### src/design/alhd_pkg.sv
// Shared types and constants for the averaged level hysteresis detector.
// No dependencies; imported by every module of the block.
package alhd_pkg;

  localparam int SAMPLE_W       = 12;
  localparam int WINDOW_LEN_DEF = 16;
  localparam int CFG_IDX_W      = 1;

  typedef logic [SAMPLE_W-1:0] sample_t;

  localparam sample_t TURN_ON_RST  = 12'd2500;
  localparam sample_t TURN_OFF_RST = 12'd1500;

  // Register map of the write port
  typedef enum logic [CFG_IDX_W-1:0] {
    CFG_TURN_ON  = 1'b0,
    CFG_TURN_OFF = 1'b1
  } cfg_idx_e;

  // Threshold pair seen by the decision stage
  typedef struct packed {
    sample_t turn_on;
    sample_t turn_off;
  } thr_t;

  // Request leaving the window stage: newest sample and the one it replaces
  typedef struct packed {
    sample_t sample;
    sample_t oldest;
  } win_item_t;

endpackage

### src/design/alhd_window.sv
// Sample window: circular buffer memory, write pointer and input register.
// Depends on alhd_pkg.
module alhd_window import alhd_pkg::*; #(
  parameter int WINDOW_LEN = WINDOW_LEN_DEF
) (
  input  logic      clk_i,
  input  logic      rst_ni,
  input  logic      in_valid_i,
  output logic      in_ready_o,
  input  sample_t   sample_i,
  output logic      item_valid_o,
  input  logic      item_ready_i,
  output win_item_t item_o
);

  localparam int PTR_W = $clog2(WINDOW_LEN);
  localparam logic [PTR_W-1:0] LAST_POS = PTR_W'(WINDOW_LEN - 1);

  sample_t          mem_q [WINDOW_LEN];
  sample_t          rd_q;
  sample_t          sample_q;
  logic             old_valid_q;
  logic [PTR_W-1:0] pos_q, pos_d;
  logic             full_q, full_d;
  logic             valid_q, valid_d;
  logic             accept;

  assign in_ready_o = !valid_q || item_ready_i;
  assign accept     = in_valid_i && in_ready_o;

  // Pointer, first-pass flag and stage valid
  always_comb begin
    pos_d   = pos_q;
    full_d  = full_q;
    valid_d = valid_q && !item_ready_i;
    if (accept) begin
      valid_d = 1'b1;
      if (pos_q == LAST_POS) begin
        pos_d  = '0;
        full_d = 1'b1;
      end else begin
        pos_d = pos_q + 1'b1;
      end
    end
  end

  always_ff @(posedge clk_i or negedge rst_ni) begin
    if (!rst_ni) begin
      pos_q   <= '0;
      full_q  <= 1'b0;
      valid_q <= 1'b0;
    end else begin
      pos_q   <= pos_d;
      full_q  <= full_d;
      valid_q <= valid_d;
    end
  end

  // Memory: read the oldest entry and overwrite it in the same cycle
  always_ff @(posedge clk_i) begin
    if (accept) begin
      rd_q          <= mem_q[pos_q];
      mem_q[pos_q]  <= sample_i;
      sample_q      <= sample_i;
      old_valid_q   <= full_q;
    end
  end

  // Entries not yet written on the first pass count as zero
  assign item_valid_o   = valid_q;
  assign item_o.sample  = sample_q;
  assign item_o.oldest  = old_valid_q ? rd_q : '0;

  a_wrap: assert property (@(posedge clk_i) disable iff (!rst_ni)
    accept && pos_q == LAST_POS |=> pos_q == '0 && full_q)
    else $error("window pointer did not wrap");

  a_hold: assert property (@(posedge clk_i) disable iff (!rst_ni)
    valid_q && !item_ready_i |=> valid_q && $stable(sample_q))
    else $error("stalled window item changed");

endmodule

### src/design/alhd_sum.sv
// Running sum of the window: adds the newest sample, drops the oldest.
// Depends on alhd_pkg.
module alhd_sum import alhd_pkg::*; #(
  parameter int WINDOW_LEN = WINDOW_LEN_DEF,
  parameter int SUM_W      = $clog2(WINDOW_LEN * ((1 << SAMPLE_W) - 1) + 1)
) (
  input  logic             clk_i,
  input  logic             rst_ni,
  input  logic             item_valid_i,
  output logic             item_ready_o,
  input  win_item_t        item_i,
  output logic             sum_valid_o,
  input  logic             sum_ready_i,
  output logic [SUM_W-1:0] sum_o
);

  localparam logic [SUM_W-1:0] SUM_MAX = SUM_W'(WINDOW_LEN * ((1 << SAMPLE_W) - 1));

  logic [SUM_W-1:0] sum_q, sum_d;
  logic             valid_q, valid_d;
  logic             load;

  assign item_ready_o = !valid_q || sum_ready_i;
  assign load         = item_valid_i && item_ready_o;

  // Sum never goes below the entry being removed, so no underflow
  always_comb begin
    sum_d   = sum_q;
    valid_d = valid_q && !sum_ready_i;
    if (load) begin
      sum_d   = sum_q - SUM_W'(item_i.oldest) + SUM_W'(item_i.sample);
      valid_d = 1'b1;
    end
  end

  always_ff @(posedge clk_i or negedge rst_ni) begin
    if (!rst_ni) begin
      sum_q   <= '0;
      valid_q <= 1'b0;
    end else begin
      sum_q   <= sum_d;
      valid_q <= valid_d;
    end
  end

  assign sum_valid_o = valid_q;
  assign sum_o       = sum_q;

  a_range: assert property (@(posedge clk_i) disable iff (!rst_ni)
    sum_q <= SUM_MAX)
    else $error("window sum out of range");

endmodule

### src/design/alhd_decide.sv
// Mean by reciprocal multiply, hysteresis decision and result register.
// Depends on alhd_pkg.
module alhd_decide import alhd_pkg::*; #(
  parameter int WINDOW_LEN = WINDOW_LEN_DEF,
  parameter int SUM_W      = $clog2(WINDOW_LEN * ((1 << SAMPLE_W) - 1) + 1)
) (
  input  logic             clk_i,
  input  logic             rst_ni,
  input  thr_t             thr_i,
  input  logic             sum_valid_i,
  output logic             sum_ready_o,
  input  logic [SUM_W-1:0] sum_i,
  output logic             out_valid_o,
  input  logic             out_ready_i,
  output sample_t          mean_level_o,
  output logic             is_on_o
);

  // Exact floor division for every sum below 2**SUM_W
  localparam int LOG_N   = $clog2(WINDOW_LEN);
  localparam int SHIFT   = SUM_W + LOG_N;
  localparam int RECIP_W = SUM_W + 1;
  localparam int PROD_W  = SUM_W + RECIP_W;
  localparam logic [RECIP_W-1:0] RECIP =
    RECIP_W'(((64'd1 << SHIFT) + WINDOW_LEN - 1) / WINDOW_LEN);

  logic [PROD_W-1:0] prod_c;
  sample_t           mean_c;
  sample_t           mean_q;
  logic              on_q, on_d;
  logic              valid_q, valid_d;
  logic              load;

  assign sum_ready_o = !valid_q || out_ready_i;
  assign load        = sum_valid_i && sum_ready_o;

  // Mean
  assign prod_c = PROD_W'(sum_i) * PROD_W'(RECIP);
  assign mean_c = SAMPLE_W'(prod_c >> SHIFT);

  // Hysteresis: the on test takes priority when thresholds cross
  always_comb begin
    on_d    = on_q;
    valid_d = valid_q && !out_ready_i;
    if (load) begin
      valid_d = 1'b1;
      if (mean_c > thr_i.turn_on) begin
        on_d = 1'b1;
      end else if (mean_c < thr_i.turn_off) begin
        on_d = 1'b0;
      end
    end
  end

  always_ff @(posedge clk_i or negedge rst_ni) begin
    if (!rst_ni) begin
      on_q    <= 1'b0;
      valid_q <= 1'b0;
    end else begin
      on_q    <= on_d;
      valid_q <= valid_d;
    end
  end

  always_ff @(posedge clk_i) begin
    if (load) begin
      mean_q <= mean_c;
    end
  end

  assign out_valid_o  = valid_q;
  assign mean_level_o = mean_q;
  assign is_on_o      = on_q;

  a_turn_on: assert property (@(posedge clk_i) disable iff (!rst_ni)
    load && mean_c > thr_i.turn_on |=> is_on_o)
    else $error("mean above turn-on threshold did not set state");

  a_turn_off: assert property (@(posedge clk_i) disable iff (!rst_ni)
    load && mean_c < thr_i.turn_off && mean_c <= thr_i.turn_on |=> !is_on_o)
    else $error("mean below turn-off threshold did not clear state");

  a_keep: assert property (@(posedge clk_i) disable iff (!rst_ni)
    !load |=> $stable(is_on_o))
    else $error("state changed without a new mean");

endmodule

### src/design/averaged_level_hysteresis_detector_unit.sv
// Averaged level hysteresis detector: top level with threshold registers.
// Path: the accept edge loads the window read; the running sum register, then
// the reciprocal multiply and decision into the result register, follow.
// Throughput: one sample per cycle while out_ready_i is high; the running sum
// needs only the newest and the oldest sample, and every stage passes a
// request on each cycle unless the stage after it stalls.
// Reset: window reads as zero, sum zero, state off, thresholds 2500 / 1500.
module averaged_level_hysteresis_detector_unit import alhd_pkg::*; #(
  parameter int WINDOW_LEN = WINDOW_LEN_DEF
) (
  input  logic                 clk_i,
  input  logic                 rst_ni,
  input  logic                 cfg_we_i,
  input  logic [CFG_IDX_W-1:0] cfg_idx_i,
  input  logic [SAMPLE_W-1:0]  cfg_data_i,
  input  logic                 in_valid_i,
  output logic                 in_ready_o,
  input  logic [SAMPLE_W-1:0]  sample_i,
  output logic                 out_valid_o,
  input  logic                 out_ready_i,
  output logic [SAMPLE_W-1:0]  mean_level_o,
  output logic                 is_on_o
);

  localparam int SUM_W = $clog2(WINDOW_LEN * ((1 << SAMPLE_W) - 1) + 1);

  thr_t             thr_q;
  win_item_t        item;
  logic             item_valid, item_ready;
  logic [SUM_W-1:0] sum;
  logic             sum_valid, sum_ready;

  // Threshold registers
  always_ff @(posedge clk_i or negedge rst_ni) begin
    if (!rst_ni) begin
      thr_q.turn_on  <= TURN_ON_RST;
      thr_q.turn_off <= TURN_OFF_RST;
    end else if (cfg_we_i) begin
      case (cfg_idx_e'(cfg_idx_i))
        CFG_TURN_ON:  thr_q.turn_on  <= cfg_data_i;
        CFG_TURN_OFF: thr_q.turn_off <= cfg_data_i;
        default: ;
      endcase
    end
  end

  alhd_window #(
    .WINDOW_LEN (WINDOW_LEN)
  ) u_window (
    .clk_i        (clk_i),
    .rst_ni       (rst_ni),
    .in_valid_i   (in_valid_i),
    .in_ready_o   (in_ready_o),
    .sample_i     (sample_i),
    .item_valid_o (item_valid),
    .item_ready_i (item_ready),
    .item_o       (item)
  );

  alhd_sum #(
    .WINDOW_LEN (WINDOW_LEN),
    .SUM_W      (SUM_W)
  ) u_sum (
    .clk_i        (clk_i),
    .rst_ni       (rst_ni),
    .item_valid_i (item_valid),
    .item_ready_o (item_ready),
    .item_i       (item),
    .sum_valid_o  (sum_valid),
    .sum_ready_i  (sum_ready),
    .sum_o        (sum)
  );

  alhd_decide #(
    .WINDOW_LEN (WINDOW_LEN),
    .SUM_W      (SUM_W)
  ) u_decide (
    .clk_i        (clk_i),
    .rst_ni       (rst_ni),
    .thr_i        (thr_q),
    .sum_valid_i  (sum_valid),
    .sum_ready_o  (sum_ready),
    .sum_i        (sum),
    .out_valid_o  (out_valid_o),
    .out_ready_i  (out_ready_i),
    .mean_level_o (mean_level_o),
    .is_on_o      (is_on_o)
  );

endmodule

### config.mk
export PLATFORM = sky130hd
export DESIGN_NAME = averaged_level_hysteresis_detector_unit
export DESIGN_NICKNAME = d
export VERILOG_FILES = /design/src/design/alhd_pkg.sv /design/src/design/alhd_window.sv /design/src/design/alhd_sum.sv /design/src/design/alhd_decide.sv /design/src/design/averaged_level_hysteresis_detector_unit.sv
export SDC_FILE = /design/constraint.sdc
export NUM_CORES = 1
export LEC_CHECK = 0
export BUFFER_PORTS_ARGS = -buffer_cell sky130_fd_sc_hd__buf_2
export CAP_MARGIN = 0
export CORE_MARGIN = 8
export CORE_UTILIZATION = 56
export DETAILED_ROUTE_END_ITERATION = 10
export GPL_TIMING_DRIVEN = 0
export PLACE_DENSITY = 0.76
export RECOVER_POWER = 100
export SETUP_SLACK_MARGIN = 0.05
export SKIP_LAST_GASP = 1
export SLEW_MARGIN = 15
export SYNTH_ARGS = -nofsm -noshare
export SYNTH_HDL_FRONTEND = slang
export SYNTH_SLANG_ARGS = --single-unit
### constraint.sdc
create_clock -name clk_i -period 3.2 [get_ports clk_i]
set_input_delay 0.16 -clock clk_i [delete_from_list [all_inputs] [get_ports clk_i]]
set_output_delay 0.16 -clock clk_i [all_outputs]
set_load 0.1 [all_outputs]
== Word-level counts from Yosys, hierarchy flattened ==
Memories as Yosys holds them, arrays and structs flattened. A register that Yosys moved wholly into a read port is not among the register bits.
Index checks and enable logic that the tools add are counted.

* Add/sub/neg operators: 3
* Magnitude comparators: 2
* Eq/ne operators: 1
* Muxes and demuxes: 9
* Bitwise operators: 1
* Reductions and logical operators: 20

{| class="wikitable"
|+ Operators with widths
! operator !! count
|-
| adder 16 x 12 -> 16 bit || 1
|-
| subtractor 16 x 12 -> 16 bit || 1
|-
| > comparator 12 bit || 1
|-
| < comparator 12 bit || 1
|-
| 2-to-1 mux 12 bit || 1
|-
| AND reduction 2 bit || 4
|-
| 2-to-1 mux 1 bit || 7
|-
| logical AND 1 bit || 6
|-
| zero test 1 bit || 6
|-
| adder 4 x 1 -> 4 bit, second input constant || 1
|-
| equality test 4 bit, second input constant || 1
|-
| 2-to-1 mux 4 bit || 1
|-
| logical OR 1 bit || 3
|-
| nonzero test 2 bit || 1
|-
| NOT 1 bit || 1
|}

* Flip-flop bits (word level): 74
* RAM bits: 192
* Input bits: 30
* Output and inout bits: 15
* Memories kept: 1

{| class="wikitable"
|+ Memories
! memory !! depth !! bits a word !! rd ports !! clocked after Yosys merged registers in !! write ports !! line !! source
|-
| u_window.mem_q || 16 || 12 || 1 || 1 || 1 || alhd_window.sv:19 || <nowiki>sample_t mem_q [WINDOW_LEN];</nowiki>
|}

== Depth between registers and ports, before layout ==
* Depth after elaboration: 7
* Gate-level depth with buffers: 12
* Mapped depth without buffers: 12

== Modules after synthesis ==
Synthesis repeated with hierarchy kept, for this count alone.

* Cells, all modules: 769
* Area total of the unflattened synthesis: 12410.7 sq um

{| class="wikitable"
|+ Modules (own cells, without submodules)
! module !! times used !! cells each !! area an instance (sq um) !! seq. area each (sq um)
|-
| alhd_window || 1 || 387 || 8546.9 || 6666.4
|-
| alhd_sum || 1 || 234 || 1868.0 || 425.4
|-
| alhd_decide || 1 || 96 || 1027.2 || 410.4
|-
| averaged_level_hysteresis_detector_unit || 1 || 52 || 968.4 || 615.6
|}

== Least setup slack after synthesis ==
OpenSTA, ideal clock, no wires.

* Path type: register to register
* From: reg u_decide.valid_q, in the netlist u_decide.out_valid_o
* To: mem u_window.mem_q[0][0] (netlist bit) (enable)
* Arrival: 4029 ps
* Data required time: 2804 ps
* Setup slack: -1225 ps
* Cell stages (with the launch flop): 6
* Cells stage by stage: dfrtp_1 > nand4b_1 > and2_1 > clkbuf_1 > nand2_1 > nor3_1

* Word-level cells in the longest chain between the ends: 7

{| class="wikitable"
|+ RTL lines
! element !! line !! source
|-
| from (decl) || alhd_decide.sv:31 || <nowiki>logic valid_q, valid_d;</nowiki>
|-
| from (signal assigned) || alhd_decide.sv:61 || <nowiki>valid_q <= valid_d;</nowiki>
|-
| zero test 1 bit || alhd_decide.sv:34 || <nowiki>assign sum_ready_o = !valid_q || out_ready_i;</nowiki>
|-
| logical OR 1 bit || alhd_decide.sv:34 ||
|-
| logical OR 1 bit || alhd_sum.sv:23 || <nowiki>assign item_ready_o = !valid_q || sum_ready_i;</nowiki>
|-
| logical OR 1 bit || alhd_window.sv:28 || <nowiki>assign in_ready_o = !valid_q || item_ready_i;</nowiki>
|-
| via in_ready_o || averaged_level_hysteresis_detector_unit.sv:17 || <nowiki>output logic in_ready_o,</nowiki>
|-
| logical AND 1 bit || alhd_window.sv:29 || <nowiki>assign accept = in_valid_i && in_ready_o;</nowiki>
|-
| via u_window.accept || alhd_window.sv:26 || <nowiki>logic accept;</nowiki>
|-
| 2-to-1 mux 1 bit || alhd_window.sv:61 || <nowiki>if (accept) begin</nowiki>
|-
| 2-to-1 mux 1 bit (not written as such) || alhd_window.sv:63 || <nowiki>mem_q[pos_q] <= sample_i;</nowiki>
|-
| to (decl) || alhd_window.sv:19 ||
|}

The timed path passes the listed nets, and every way through them passes these cells.

== Worst setup path after layout ==
* From: reg u_window.old_valid_q
* To: reg u_sum.sum_q[12], in the netlist u_sum.sum_o[12]

* Word-level cells in the longest chain between the ends: 3

{| class="wikitable"
|+ RTL lines
! element !! line !! source
|-
| from (decl) || alhd_window.sv:22 || <nowiki>logic old_valid_q;</nowiki>
|-
| from (signal assigned) || alhd_window.sv:65 || <nowiki>old_valid_q <= full_q;</nowiki>
|-
| 2-to-1 mux 12 bit || alhd_window.sv:72 || <nowiki>assign item_o.oldest = old_valid_q ? rd_q : '0;</nowiki>
|-
| subtractor 16 x 12 -> 16 bit || alhd_sum.sv:31 || <nowiki>sum_d = sum_q - SUM_W'(item_i.oldest) + SUM_W'(item_i.sample);</nowiki>
|-
| adder 16 x 12 -> 16 bit || alhd_sum.sv:31 ||
|-
| to (signal assigned) || alhd_sum.sv:41 || <nowiki>sum_q <= sum_d;</nowiki>
|-
| to (decl) || alhd_sum.sv:19 || <nowiki>logic [SUM_W-1:0] sum_q, sum_d;</nowiki>
|}

No other way between the ends.
A chain may end at the register's enable or synchronous reset.

==> results <==
- In the final layout, flip-flops and latches occupy 8122 µm².
- The number of filler instances in the final layout is 1457.
- The number of enable-type register cells in the synthesized netlist is 229.
- The type of the worst setup path is reg2reg.
- The total routing usage reported by global routing is 18.52%.
- The HPWL reported at the end of detailed placement is around 16000 µm.
- For this configuration, the core starts out at a cell density of 56.52%.
- 0 antenna diodes ended up in the layout.
- The run finished with clean final reports.
- During synthesis, Yosys emitted a total of 0 warnings.
- The achievable clock frequency is approximately 320 MHz.
- Clock tree synthesis inserted a total of 27 buffers.
- The max-slew headroom at the worst pin is around an eighth.
- The peak supply drop is 0.0006201 V.
- The final weighted congestion in routability-driven placement is 0.8683.
- The library cells used most frequently in the layout, excluding fill and tap cells, are 229 x sky130_fd_sc_hd__edfxtp_1, 81 x sky130_fd_sc_hd__inv_1, 53 x sky130_fd_sc_hd__clkbuf_1, 42 x sky130_fd_sc_hd__ha_1, 39 x sky130_fd_sc_hd__nand2_1.
- Summed over all instances, the cell type with the most area after synthesis is sky130_fd_sc_hd__edfxtp_1.
- The fraction of registers with async set/reset is about 18%.
- After detailed placement, the total cell area comes to 12900 µm².
- The number of search-and-repair iterations in the first detailed-routing pass is 5.
- Using the TritonRoute via totals, the vias-per-cell ratio works out to 5.902.
- The worst min-delay path category is in2reg.
- The tree is rooted in a sky130_fd_sc_hd__clkbuf_16.
- The end point of the most critical hold path is thr_q[0].
- The relative contribution of combinational cells to total power is 38.3%.
- Measured along the y axis, the die boundary spans 164.0 µm.
- STA puts the critical path data required time at roughly 3.6 ns.
- The worst register-to-register path begins at u_window.old_valid_q.
- The final max-slew violation count is 0.
- The TritonCTS sink count is about 280.
- The distinct cell type count after synthesis is 52.
- After global routing, the most crowded layer is met2.
- The clock network is responsible for 24.3% of the overall power.
- From left edge to right edge, the die measures 164.0 µm.
- Setup violations remaining at the end of the flow were counted as 0.
- Dividing total power by cell area gives a power density of 915.1 nW/µm².
- The analysis attributes to net switching a power of 0.004392 W.
- The layout overhead on the synthesized area is 13.72%.
- The final worst-path cycle share is 96.57%.
- In this run switching power makes up between 30% and 40% of total power.
- The global-route track usage on met2 is around a third.
- The tool flagged a number of max-cap violations equal to 0.
- For this block, the routed nets add up to 24370 µm of wire.
- Across all hold checks on the routed design, the worst slack comes to between 0.05 and 0.06 ns.
- The share of synthesized area occupied by flip-flops and latches is 66.22%.
- The most common cell after layout, fill and taps aside is sky130_fd_sc_hd__edfxtp_1.
- For this run the aggregate overflow at the end of global routing stands at 0.
- By area the synthesized netlist is led by sky130_fd_sc_hd__edfxtp_1 56%, sky130_fd_sc_hd__mux4_1 8.1%, sky130_fd_sc_hd__dfrtp_1 7.6%.
- The first global-routing pass estimated between 30000 and 40000 µm of wire.
- The post-synthesis instance area is 12260 µm².
- Setup repair after global routing could not meet its margin everywhere.
- The latest clock arrival within the worst-skew pair is 0.54 ns.
- Synthesis inferred 278 register bits.
- The met1 track demand over resource is 23.28%.
- At the pin with the least slew margin, the transition time is 1.319 ns.
- In this run the standard cell core region covers 21690 µm².
- The worst setup path is captured at a flop.
- In the final design database the tool counted 913 nets.
- In this run the register-to-register setup slack is 0.11 ns.
- The initial antenna violation count was 0.
- The post-route core utilization is 64.27%.
- The worst min-delay path startpoint is cfg_we_i.
- The number of global-route vias before repair came to 7014.
- The quantity of I/O buffers inserted on ports is 44.
- The row count is 54.
- The die covers 26880 µm².
- The worst setup path is launched from a flop.
- Across the routed clock network, the largest skew measured is around 0.011 ns.
- The cell count after synthesis came out at 736.
- The prevailing post-synth register cell is sky130_fd_sc_hd__edfxtp_1.
- The analysis attributes to cell leakage a power of 5.161 nW.
- In this run the remaining antenna-violating nets after routing total 0.
- 45 I/O pins were placed.
- The internal power consumption is 0.008365 W.
- Cells with a size suffix above 1 make up 15.31% of the layout.
- The cell depth of the worst min-delay path is 3.
- The wire length per cell after detailed routing is 21.59 µm.
- The met3 usage is 2.857%.
- Clock-pin slew was measured on the worst setup and hold paths at 0.06 ns.
- The part of the power in registers is approximately 37%.
- The total area of multi-input combinational cells is 3772 µm².
- The first routing iteration left 392 violations.
- The share of Yosys cell area claimed by the top area cell type is 56.10%.
- The final-report hold violation count is 0.
- The data arrival time of the critical path is 3.49 ns.
- CTS built an H-tree with a depth of 1.
- The clock tree buffer depth is 3.
- Across all layers, the routed design uses approximately 6700 vias.
- The reg-to-reg endpoint is u_sum.sum_o[12].
- The clock tree from TritonCTS is done.
- The largest driver fanout on the critical path is 10.
- The worst path in the final design needs a cycle of about 3.1 ns, including I/O delays and setup.
- After routing the design area is 13940 µm².
- A synthesized cell averages approximately 17 µm².
- Entering global routing, the biggest net connects 50 pins.
- Measured in cells, the most critical reg-to-reg path has a length of 11.
- When the netlist entered floorplanning its net count stood at a little over 800.
- The residual DRC count is 0.
## worst max-delay path, stage by stage (launching register included)
cell and delay (ns):
sky130_fd_sc_hd__edfxtp_1 0.42, sky130_fd_sc_hd__buf_6 0.16, sky130_fd_sc_hd__and2_1 0.15, sky130_fd_sc_hd__fa_1 0.48, sky130_fd_sc_hd__inv_1 0.07, sky130_fd_sc_hd__ha_4 0.26, sky130_fd_sc_hd__nor2b_1 0.15, sky130_fd_sc_hd__o31a_2 0.33
sky130_fd_sc_hd__o41ai_4 0.48, sky130_fd_sc_hd__a2bb2oi_4 0.24, sky130_fd_sc_hd__or4_1 0.14, sky130_fd_sc_hd__nand3_1 0.07
## stage by stage
step	power [W]	cells	setup TNS (ns)	worst slack [ns]
after floorplan	0.008371	736	0	0.1066
after detailed placement	0.009477	1060	-0.2217	-0.09395
final	0.01276	1129	0	0.1098
after CTS	0.01268	1127	0	0.06746
after global routing	0.01346	1129	0	0.01205
after global placement	0.009225	1060	-0.002973	-0.002973
## kinds of logic (layout without fill, tap and decap cells)
| group | count (synthesis) | count (layout) | synth area share (%) |
|---|---|---|---|
| xor+xnor | 9 | 9 | 0.6431 |
| fa+ha+maj | 55 | 55 | 6.349 |
| simple gates | 126 | 126 | 5.043 |
| flops | 278 | 278 | 66.22 |
| mux | 73 | 73 | 13.38 |
| buf+inv | 106 | 219 | 3.654 |
| compound gates | 89 | 89 | 4.706 |
## area by class of cell
type	instances	area share [%]
flip-flops and latches	278	58.26
multi-input cells	352	27.06
clock buffers	36	5.089
repair buffers	63	2.657
well taps	280	2.513
inverters	81	2.181
clock inverters	14	1.122
plain buffers	25	1.113
## metal layers
layer  up-vias  wire length (µm)
li1       3008                 -
met1      3384              9779
met2       218             12580
met3        53              1309
met4         0               701
met5         -                 0
## power groups by stage
| stage | clock network, W | logic [W] | registers [W] |
|---|---|---|---|
| 2_1_floorplan | 0 | 0.00327 | 0.00510 |
| 3_3_place_gp | 0 | 0.00442 | 0.00480 |
| 3_5_place_dp | 0 | 0.00464 | 0.00483 |
| 4_1_cts | 0.00316 | 0.00475 | 0.00477 |
| 5_1_grt | 0.00329 | 0.00535 | 0.00483 |
| 6_report | 0.00310 | 0.00488 | 0.00477 |
## flip-flops by register name (all words and copies together), names as in the netlist
signal	flops
thr_q	24
u_decide.mean_level_o	12
u_window.item_valid_o	1
u_window.full_q	1
u_sum.sum_o	16
u_window.old_valid_q	1
u_decide.is_on_o	1
u_decide.out_valid_o	1
u_sum.sum_valid_o	1
u_window.pos_q	4
u_window.mem_q	192
u_window.rd_q	12
u_window.sample_q	12
## repair_timing
action	CTS	global route
setup endpoints to repair	6	7
pin swaps	1	4
hold buffers	17	0
hold endpoints to repair	64	0
resized for setup	5	7
setup buffers	0	2
## Yosys cell counts, types with 13 or more instances
master and count:
sky130_fd_sc_hd__mux4_1 38, sky130_fd_sc_hd__nor2_1 23, sky130_fd_sc_hd__dfrtp_1 37, sky130_fd_sc_hd__mux4_2 22, sky130_fd_sc_hd__and2_1 15, sky130_fd_sc_hd__edfxtp_1 229, sky130_fd_sc_hd__clkbuf_1 16, sky130_fd_sc_hd__nand2_1 39
sky130_fd_sc_hd__mux2_2 13, sky130_fd_sc_hd__o21ai_0 37, sky130_fd_sc_hd__inv_1 81, sky130_fd_sc_hd__ha_1 43, sky130_fd_sc_hd__a21oi_1 18
## worst max-delay path by stage
stage,from,cells past startpoint,slack [ns],end
2_1_floorplan,u_decide.out_valid_o,5,0.11,u_window.mem_q[8][0]
4_1_cts,u_window.old_valid_q,11,0.07,u_sum.sum_o[10]
6_report,u_window.old_valid_q,11,0.11,u_sum.sum_o[12]
5_1_grt,u_window.old_valid_q,11,0.01,u_sum.sum_o[14]
3_3_place_gp,u_window.old_valid_q,11,-0.003,u_sum.sum_o[13]
3_5_place_dp,u_window.old_valid_q,11,-0.09,u_sum.sum_o[15]
Note: power is estimated with default switching activity, not from simulation.
